### config.mk
export PLATFORM = sky130hd
export DESIGN_NAME = uart_register_file_model_unit
export DESIGN_NICKNAME = d
export VERILOG_FILES = /design/src/rtl/core/uart_rfm_pkg.sv /design/src/rtl/core/uart_register_file_model_unit.sv /design/src/rtl/core/uart_rfm_core.sv /design/src/rtl/core/uart_rfm_out_reg.sv
export SDC_FILE = /design/constraint.sdc
export NUM_CORES = 1
export LEC_CHECK = 0
export BUFFER_PORTS_ARGS = -buffer_cell sky130_fd_sc_hd__buf_2
export CELL_PAD_IN_SITES_DETAIL_PLACEMENT = 1
export CELL_PAD_IN_SITES_GLOBAL_PLACEMENT = 1
export CORE_MARGIN = 8
export CORE_UTILIZATION = 48
export CTS_CLUSTER_SIZE = 30
export DETAILED_ROUTE_END_ITERATION = 12
export PLACE_DENSITY = 0.93
export REMOVE_ABC_BUFFERS = 1
export SYNTH_ARGS = -nofsm -noshare
export SYNTH_HDL_FRONTEND = slang
export SYNTH_SLANG_ARGS = --single-unit
### constraint.sdc
create_clock -name i_clk -period 7 [get_ports i_clk]
set_input_delay 2.1 -clock i_clk [delete_from_list [all_inputs] [get_ports i_clk]]
set_output_delay 2.1 -clock i_clk [all_outputs]
set_load 0.01 [all_outputs]
### src/rtl/core/uart_rfm_pkg.sv
`default_nettype none

package uart_rfm_pkg;

    // operation codes
    localparam logic [1:0] OP_READ  = 2'd0;
    localparam logic [1:0] OP_WRITE = 2'd1;
    localparam logic [1:0] OP_POLL  = 2'd2;

    // register selects
    localparam logic [1:0] SEL_DATA    = 2'd0;
    localparam logic [1:0] SEL_STATUS  = 2'd1;
    localparam logic [1:0] SEL_CONTROL = 2'd2;

    // status bit positions
    localparam int ST_RXC  = 7;
    localparam int ST_TXC  = 6;
    localparam int ST_UDRE = 5;

    // status after reset: data empty set
    localparam logic [7:0] STATUS_RESET = 8'h20;

    // control bit positions
    localparam int CT_RXCIE = 7;
    localparam int CT_TXCIE = 6;
    localparam int CT_UDRIE = 5;
    localparam int CT_RXEN  = 4;
    localparam int CT_TXEN  = 3;

    localparam int LOW_W = 5;

    typedef struct packed {
        logic [1:0] operation;
        logic [1:0] reg_select;
        logic [7:0] write_data;
        logic       rx_valid;
        logic [7:0] rx_byte;
        logic       tx_ready;
    } t_req;

    typedef struct packed {
        logic [7:0] read_data;
        logic       rx_taken;
        logic       tx_valid;
        logic [7:0] tx_byte;
        logic       irq_rx_complete;
        logic       irq_tx_complete;
        logic       irq_data_empty;
    } t_rsp;

endpackage

`default_nettype wire

### src/rtl/core/uart_register_file_model_unit.sv
`default_nettype none

// Serial-port register block: data, status and control registers.
// Input channel (i_in_valid / o_in_stall / i_in_req) carries one request per
// cycle while o_in_stall is low: a bus read, a bus write, or a host poll with
// an optional received byte and a transmitter-ready flag.
// Output channel (o_out_valid / i_out_stall / o_out_rsp) returns exactly one
// response per request, in order: read data, rx/tx handoff and irq pulses.
// The request is registered first; the register update and the response
// register write then happen together in one pass.
// Throughput: one request per clock; the request register and the response
// register each hold one entry, so the block keeps taking requests while
// the response side is free.
// Reset (i_rst_n low, synchronous): both stages empty, all registers zero
// except status data-empty, which is set.
// When the receiver stalls, the response register holds, the request stage
// fills and then o_in_stall rises until the response is taken.
module uart_register_file_model_unit (
    input  wire logic                i_clk,
    input  wire logic                i_rst_n,
    input  wire logic                i_in_valid,
    output logic                     o_in_stall,
    input  wire uart_rfm_pkg::t_req  i_in_req,
    output logic                     o_out_valid,
    input  wire logic                i_out_stall,
    output uart_rfm_pkg::t_rsp       o_out_rsp
);
    import uart_rfm_pkg::*;

    logic r_req_valid;
    t_req r_req;
    logic out_ready;
    logic advance;
    t_rsp core_rsp;

    assign advance    = r_req_valid && out_ready;
    assign o_in_stall = r_req_valid && !out_ready;

    always_ff @(posedge i_clk) begin
        if (!i_rst_n) begin
            r_req_valid <= 1'b0;
        end else if (!o_in_stall) begin
            r_req_valid <= i_in_valid;
        end
    end

    always_ff @(posedge i_clk) begin
        if (!o_in_stall && i_in_valid) begin
            r_req <= i_in_req;
        end
    end

    uart_rfm_core u_core (
        .i_clk   (i_clk),
        .i_rst_n (i_rst_n),
        .i_fire  (advance),
        .i_req   (r_req),
        .o_rsp   (core_rsp)
    );

    uart_rfm_out_reg u_out (
        .i_clk   (i_clk),
        .i_rst_n (i_rst_n),
        .i_valid (r_req_valid),
        .i_rsp   (core_rsp),
        .o_ready (out_ready),
        .o_valid (o_out_valid),
        .i_stall (i_out_stall),
        .o_rsp   (o_out_rsp)
    );

endmodule

`default_nettype wire

### src/rtl/core/uart_rfm_core.sv
`default_nettype none

module uart_rfm_core (
    input  wire logic                i_clk,
    input  wire logic                i_rst_n,
    input  wire logic                i_fire,
    input  wire uart_rfm_pkg::t_req  i_req,
    output uart_rfm_pkg::t_rsp       o_rsp
);
    import uart_rfm_pkg::*;

    logic [7:0]       r_rx_data, n_rx_data;
    logic [7:0]       r_tx_data, n_tx_data;
    logic [7:0]       r_status,  n_status;
    logic [7:0]       r_control, n_control;
    logic [7:0]       r_data_cell, n_data_cell;
    logic [LOW_W-1:0] r_low_cell, n_low_cell;

    logic rx_go;
    logic tx_go;

    always_comb begin
        n_rx_data   = r_rx_data;
        n_tx_data   = r_tx_data;
        n_status    = r_status;
        n_control   = r_control;
        n_data_cell = r_data_cell;
        n_low_cell  = r_low_cell;
        o_rsp       = '0;
        rx_go       = 1'b0;
        tx_go       = 1'b0;

        case (i_req.operation)
            OP_READ: begin
                case (i_req.reg_select)
                    SEL_DATA: begin
                        if (r_control[CT_RXEN] && r_status[ST_RXC]) begin
                            o_rsp.read_data  = r_rx_data;
                            n_status[ST_RXC] = 1'b0;
                        end else begin
                            o_rsp.read_data = r_data_cell;
                        end
                    end
                    SEL_STATUS:  o_rsp.read_data = {3'b000, r_low_cell} | r_status;
                    SEL_CONTROL: o_rsp.read_data = r_control;
                    default:     o_rsp.read_data = '0;
                endcase
            end
            OP_WRITE: begin
                case (i_req.reg_select)
                    SEL_DATA: begin
                        if (r_control[CT_TXEN] && r_status[ST_UDRE]) begin
                            n_tx_data         = i_req.write_data;
                            n_status[ST_TXC]  = 1'b0;
                            n_status[ST_UDRE] = 1'b0;
                        end
                        n_data_cell = i_req.write_data;
                    end
                    SEL_STATUS:  n_low_cell = i_req.write_data[LOW_W-1:0];
                    SEL_CONTROL: n_control  = i_req.write_data;
                    default: ;
                endcase
            end
            OP_POLL: begin
                // receive and transmit sides look at separate flags
                rx_go = r_control[CT_RXEN] && !r_status[ST_RXC] && i_req.rx_valid;
                tx_go = r_control[CT_TXEN] && !r_status[ST_UDRE] && i_req.tx_ready;
                if (rx_go) begin
                    n_rx_data             = i_req.rx_byte;
                    n_status[ST_RXC]      = 1'b1;
                    o_rsp.rx_taken        = 1'b1;
                    o_rsp.irq_rx_complete = r_control[CT_RXCIE];
                end
                if (tx_go) begin
                    n_status[ST_TXC]      = 1'b1;
                    n_status[ST_UDRE]     = 1'b1;
                    o_rsp.tx_valid        = 1'b1;
                    o_rsp.tx_byte         = r_tx_data;
                    o_rsp.irq_tx_complete = r_control[CT_TXCIE];
                    o_rsp.irq_data_empty  = r_control[CT_UDRIE];
                end
            end
            default: ;
        endcase
    end

    always_ff @(posedge i_clk) begin
        if (!i_rst_n) begin
            r_rx_data   <= '0;
            r_tx_data   <= '0;
            r_status    <= STATUS_RESET;
            r_control   <= '0;
            r_data_cell <= '0;
            r_low_cell  <= '0;
        end else if (i_fire) begin
            r_rx_data   <= n_rx_data;
            r_tx_data   <= n_tx_data;
            r_status    <= n_status;
            r_control   <= n_control;
            r_data_cell <= n_data_cell;
            r_low_cell  <= n_low_cell;
        end
    end

endmodule

`default_nettype wire

### src/rtl/core/uart_rfm_out_reg.sv
`default_nettype none

module uart_rfm_out_reg (
    input  wire logic                i_clk,
    input  wire logic                i_rst_n,
    input  wire logic                i_valid,
    input  wire uart_rfm_pkg::t_rsp  i_rsp,
    output logic                     o_ready,
    output logic                     o_valid,
    input  wire logic                i_stall,
    output uart_rfm_pkg::t_rsp       o_rsp
);
    import uart_rfm_pkg::*;

    logic r_valid;
    t_rsp r_rsp;

    // slot frees up in the same cycle the receiver takes the held response
    assign o_ready = !r_valid || !i_stall;
    assign o_valid = r_valid;
    assign o_rsp   = r_rsp;

    always_ff @(posedge i_clk) begin
        if (!i_rst_n) begin
            r_valid <= 1'b0;
        end else if (o_ready) begin
            r_valid <= i_valid;
        end
    end

    always_ff @(posedge i_clk) begin
        if (o_ready && i_valid) begin
            r_rsp <= i_rsp;
        end
    end

endmodule

`default_nettype wire
== Word-level counts from Yosys, hierarchy flattened ==
Index checks and enable logic that the tools add are counted.
Storage, ports and cells
  bits in latches: 0
  input bits: 26
  memories kept: 0
  register bits: 85
  output and inout port bits: 23
  memory bits (read-only): 0
  bits in writable memories: 0
Cells by class
  shift-type cells: 0
  $add $sub $neg: 0
  equal/unequal tests: 10
  $lt $le $gt $ge: 0
  bitwise gates (word level): 1
  multipliers: 0
  divide/modulo/power cells: 0
  muxes and demuxes: 12
  reduce and logical (&&, ||, !) cells: 29
Operators by type and width (count)
  $pmux W8 S3: 1
  $reduce_and A3 Y1: 4
  $ne A2 B1 Y1 const B: 5
  $reduce_and A5 Y1: 2
  $logic_and A1 B1 Y1: 9
  $mux W9: 1
  $mux W8: 1
  $or A5 B8 Y8: 1
  $logic_not A1 Y1: 6
  $mux W2: 3
  $eq A2 B1 Y1 const B: 2
  $eq A2 B2 Y1 const B: 2
  $logic_not A2 Y1: 2
  $mux W1: 4
  $pmux W2 S2: 1
  $reduce_and A2 Y1: 2
  $reduce_and A4 Y1: 1
  $reduce_bool A2 Y1: 2
  $ne A2 B2 Y1 const B: 1
  $pmux W1 S2: 1
  $logic_or A1 B1 Y1: 1

== Depth between registers and ports, before layout ==
  depth after elaboration: 6
  depth in mapped cells: 6
  depth with buffers taken out: 4

== Hierarchy ==
From an unflattened synthesis, not the netlist that was laid out.
Second synthesis, totals
  cells, all modules: 306
  area total of the unflattened synthesis: 3417.0 um^2
Modules (own cells, without submodules)
  uart_rfm_core: seq. area each 800.8 um^2, cells each 253, times used 1, area an instance 2030.7 um^2
  uart_register_file_model_unit: seq. area each 680.7 um^2, cells each 27, times used 1, area an instance 714.4 um^2
  uart_rfm_out_reg: seq. area each 650.6 um^2, cells each 26, times used 1, area an instance 671.9 um^2

== Worst setup path before layout ==
Ideal clock, no wire load.
  kind: input to output
  from: input i_out_stall
  to: output o_in_stall
  stages on the path: 1
  buffers on the path: 0
  slack: 2.581 ns
  arrival: 2.319 ns
  path through: and3_1
On the way
  longest elaborated chain between the ends: 4
RTL lines
  from (decl): line uart_register_file_model_unit.sv:25  | input wire logic i_out_stall,
  $logic_not A1 Y1: line uart_rfm_out_reg.sv:19  | assign o_ready = !r_valid || !i_stall;
  $logic_or A1 B1 Y1: line uart_rfm_out_reg.sv:19
  $logic_not A1 Y1: line uart_register_file_model_unit.sv:37  | assign o_in_stall = r_req_valid && !out_ready;
  $logic_and A1 B1 Y1: line uart_register_file_model_unit.sv:37
  to (decl): line uart_register_file_model_unit.sv:22  | output logic o_in_stall,
No other way between the ends.

== Final worst setup path ==
Same ends and word-level chain as after synthesis.

==> impl_metrics.csv <==
group,metric,value,unit
drt,drtPass1Iterations,4,
setup_path,cp_data_required_time,4.90,ns
synthesis,async_reset_ff_share,0,%
clocking,htree_levels,3,
setup_path,worstPathArrival,2.57,ns
drt,antenna_left,0,
drt,drt-initial-drc-count,159,
final_layout,area_growth,13.1,%
setup_path,crit_path_start_kind,"input port",
synthesis,ys_ff_latch,85,
global_routing,gr-total-overflow,0,
die,rows,31,
final_layout,nets,361,
synthesis,synth.area.top_cells,"edfxtp_1, dfxtp_1, mux2i_1",
final_layout,antennaDiodeCount,0,
die,die_h,101,µm
drt,wl,8050,µm
drt,vias_per_cell,5.62,
sta,worst_hold_slack,0.460,ns
synthesis,syn_inst,297,
clocking,worstSkewPairLatency,0.36,ns
clocking,cts_buffers,9,
die,num_io_pins,49,
placement,hpwl,5400,µm
synthesis,synth.yosys.warnings,0,
placement,numPortBuffers,48,
sta,grt_setup_unrepaired,"false",
final_layout,layout_common_cells,"nand2_1, buf_2, edfxtp_1",
setup_path,critPathCaptureType,"output port",
clocking,cts_sinks,85,
sta,max_freq,214,MHz
drt,drt-wirelength-per-cell,18.4,µm
global_routing,antenna_found_initial,0,
global_routing,track_usage,16.9,%
global_routing,grt_pass1_wl,13000,µm
synthesis,yosysTopAreaCell,"edfxtp_1",
clocking,cts_resized,0,
power_and_ir_drop,p_per_area,240,nW/µm²
synthesis,post_synth.cell_area_avg,11.5,µm²
job,drv_cap,0,
synthesis,synth_top_area_share,37.7,%
synthesis,netlist-cell-type-count,40,
sta,finalSetupTns,0,ns
drt,vias,2461,
synthesis,ys_seq_area_share,62.2,%
final_layout,final_common_cell,"nand2_1",
synthesis,synth_enable_flop_cells,43,
synthesis,synth_area,3430,µm²
die,die_w,101,µm
sta,fin_crit_sh,66.6,%
die,initial_core_util,48.3,%
clocking,cts_tree,"yes",
clocking,cts_root_buffer,"clkbuf_8",
global_routing,grt_max_degree,45,
hold_path,hp-class,"reg -> reg",
sta,final_max_slew_viol_count,0,
sta,tightest_slew,1.12,ns
global_routing,grt_pass1_vias,2617,
sta,finalSetupViolCount,0,
setup_path,crit_fanout,3,
run_status,status,"finished, final reports clean",
die,dieArea,10100,µm²
final_layout,drive_gt1_share,20.9,%
sta,finalHoldViolCount,0,
setup_path,path_class,"in -> out",
sta,timing.slew.headroom,25.1,%
power_and_ir_drop,leakage,1.47,nW
clocking,cts_buffer_depth,2,
synthesis,synthFlopType,"edfxtp_1",
clocking,post_cts_buffers,0,
die,coreArea,7100,µm²
sta,fin_crit,4.67,ns
clocking,path_clk_slew,0.08,ns
drt,route.detailed.drc,0,
placement,gp_congestion,0.854,
power_and_ir_drop,vdd_ir_drop_max,0.000146,V
clocking,ctsHoldBuffers,0,
sta,skew,0.0102,ns
final_layout,fillers,764,
-- layout make-up --
cell class                 instances  area, µm²  share of cell area, %
inverter                           7       26.3                  0.677
multi-input combinational        182       1160                   29.9
clock inverter                     5       52.6                   1.35
timing repair buffer              50        255                   6.58
sequential                        85       2130                   55.0
tap                               99        124                   3.19
clock buffer                      10        128                   3.29
-- critical path, cell delays in order --
cell    delay [ns]
buf_2         0.11
and3_1        0.21
buf_2         0.15
-- cells by family (layout without fill, tap and decap cells) --
logic type,after synthesis,count (layout),synth area share [%]
and+or+nand+nor,108,108,16.3
muxes,24,24,7.00
buffers and inverters,30,72,4.23
AOI/OAI and AO/OA,50,50,10.3
DFF,85,85,62.2
-- power breakdown --
part / total [W] / internal [W] / switching (W)
clock: 0.000335 / 0.000161 / 0.000174
combinational: 0.0000485 / 0.0000155 / 0.0000330
sequential: 0.000548 / 0.000537 / 0.0000107
total: 0.000931 / 0.000714 / 0.000217
-- sequential cells by signal, indices dropped and copies added, names as in the netlist --
name and count:
r_req 22, r_req_valid 1, u_core.r_control 8, u_core.r_data_cell 8, u_core.r_low_cell 5, u_core.r_rx_data 8, u_core.r_status 3, u_core.r_tx_data 8
u_out.o_rsp 21, u_out.o_valid 1
-- Yosys cell counts (2+ instances only) --
library cell	number
nand2_1	52
edfxtp_1	43
dfxtp_1	42
mux2i_1	24
o31ai_1	19
a21oi_1	15
clkbuf_1	13
nand4_1	13
and2_1	11
nor2_1	9
and3_1	8
a211oi_1	6
inv_1	6
buf_2	5
buf_6	3
nand2b_1	2
nor3_1	2
or3_1	2
-- metrics by stage --
step	utilization [%]	setup slack, ns	cells	power [W]	instance area, µm²
finish	54.6	2.33	438	0.000931	3880
global route	54.6	2.31	438	0.000960	3880
CTS	54.6	2.33	438	0.000937	3880
detailed placement	52.1	2.33	423	0.000607	3700
global placement	52.1	2.35	423	0.000605	3700
floorplan	-	2.58	274	0.000580	3310
-- path summary, 6_finish.rpt --
kind | startpoint | end | slack [ns] | depth (start not counted)
min reg2reg | u_core.r_rx_data[3] | u_core.r_rx_data[3] | 0.46 | 2
max reg2reg | r_req[18] | u_core.r_tx_data[0] | 4.51 | 3
max | i_out_stall | o_in_stall | 2.33 | 3
min | u_core.r_rx_data[3] | u_core.r_rx_data[3] | 0.46 | 2
-- routing by layer --
layer / vias to the layer above / global-route usage (%) / wire length [µm]
met5: - / 0 / 0
met2: 90 / 28.4 / 4120
met1: 1205 / 19.0 / 3220
met4: 0 / 9.30 / 209
met3: 17 / 4.77 / 497
li1: 1149 / - / -
(Power assumes the default switching activity.)
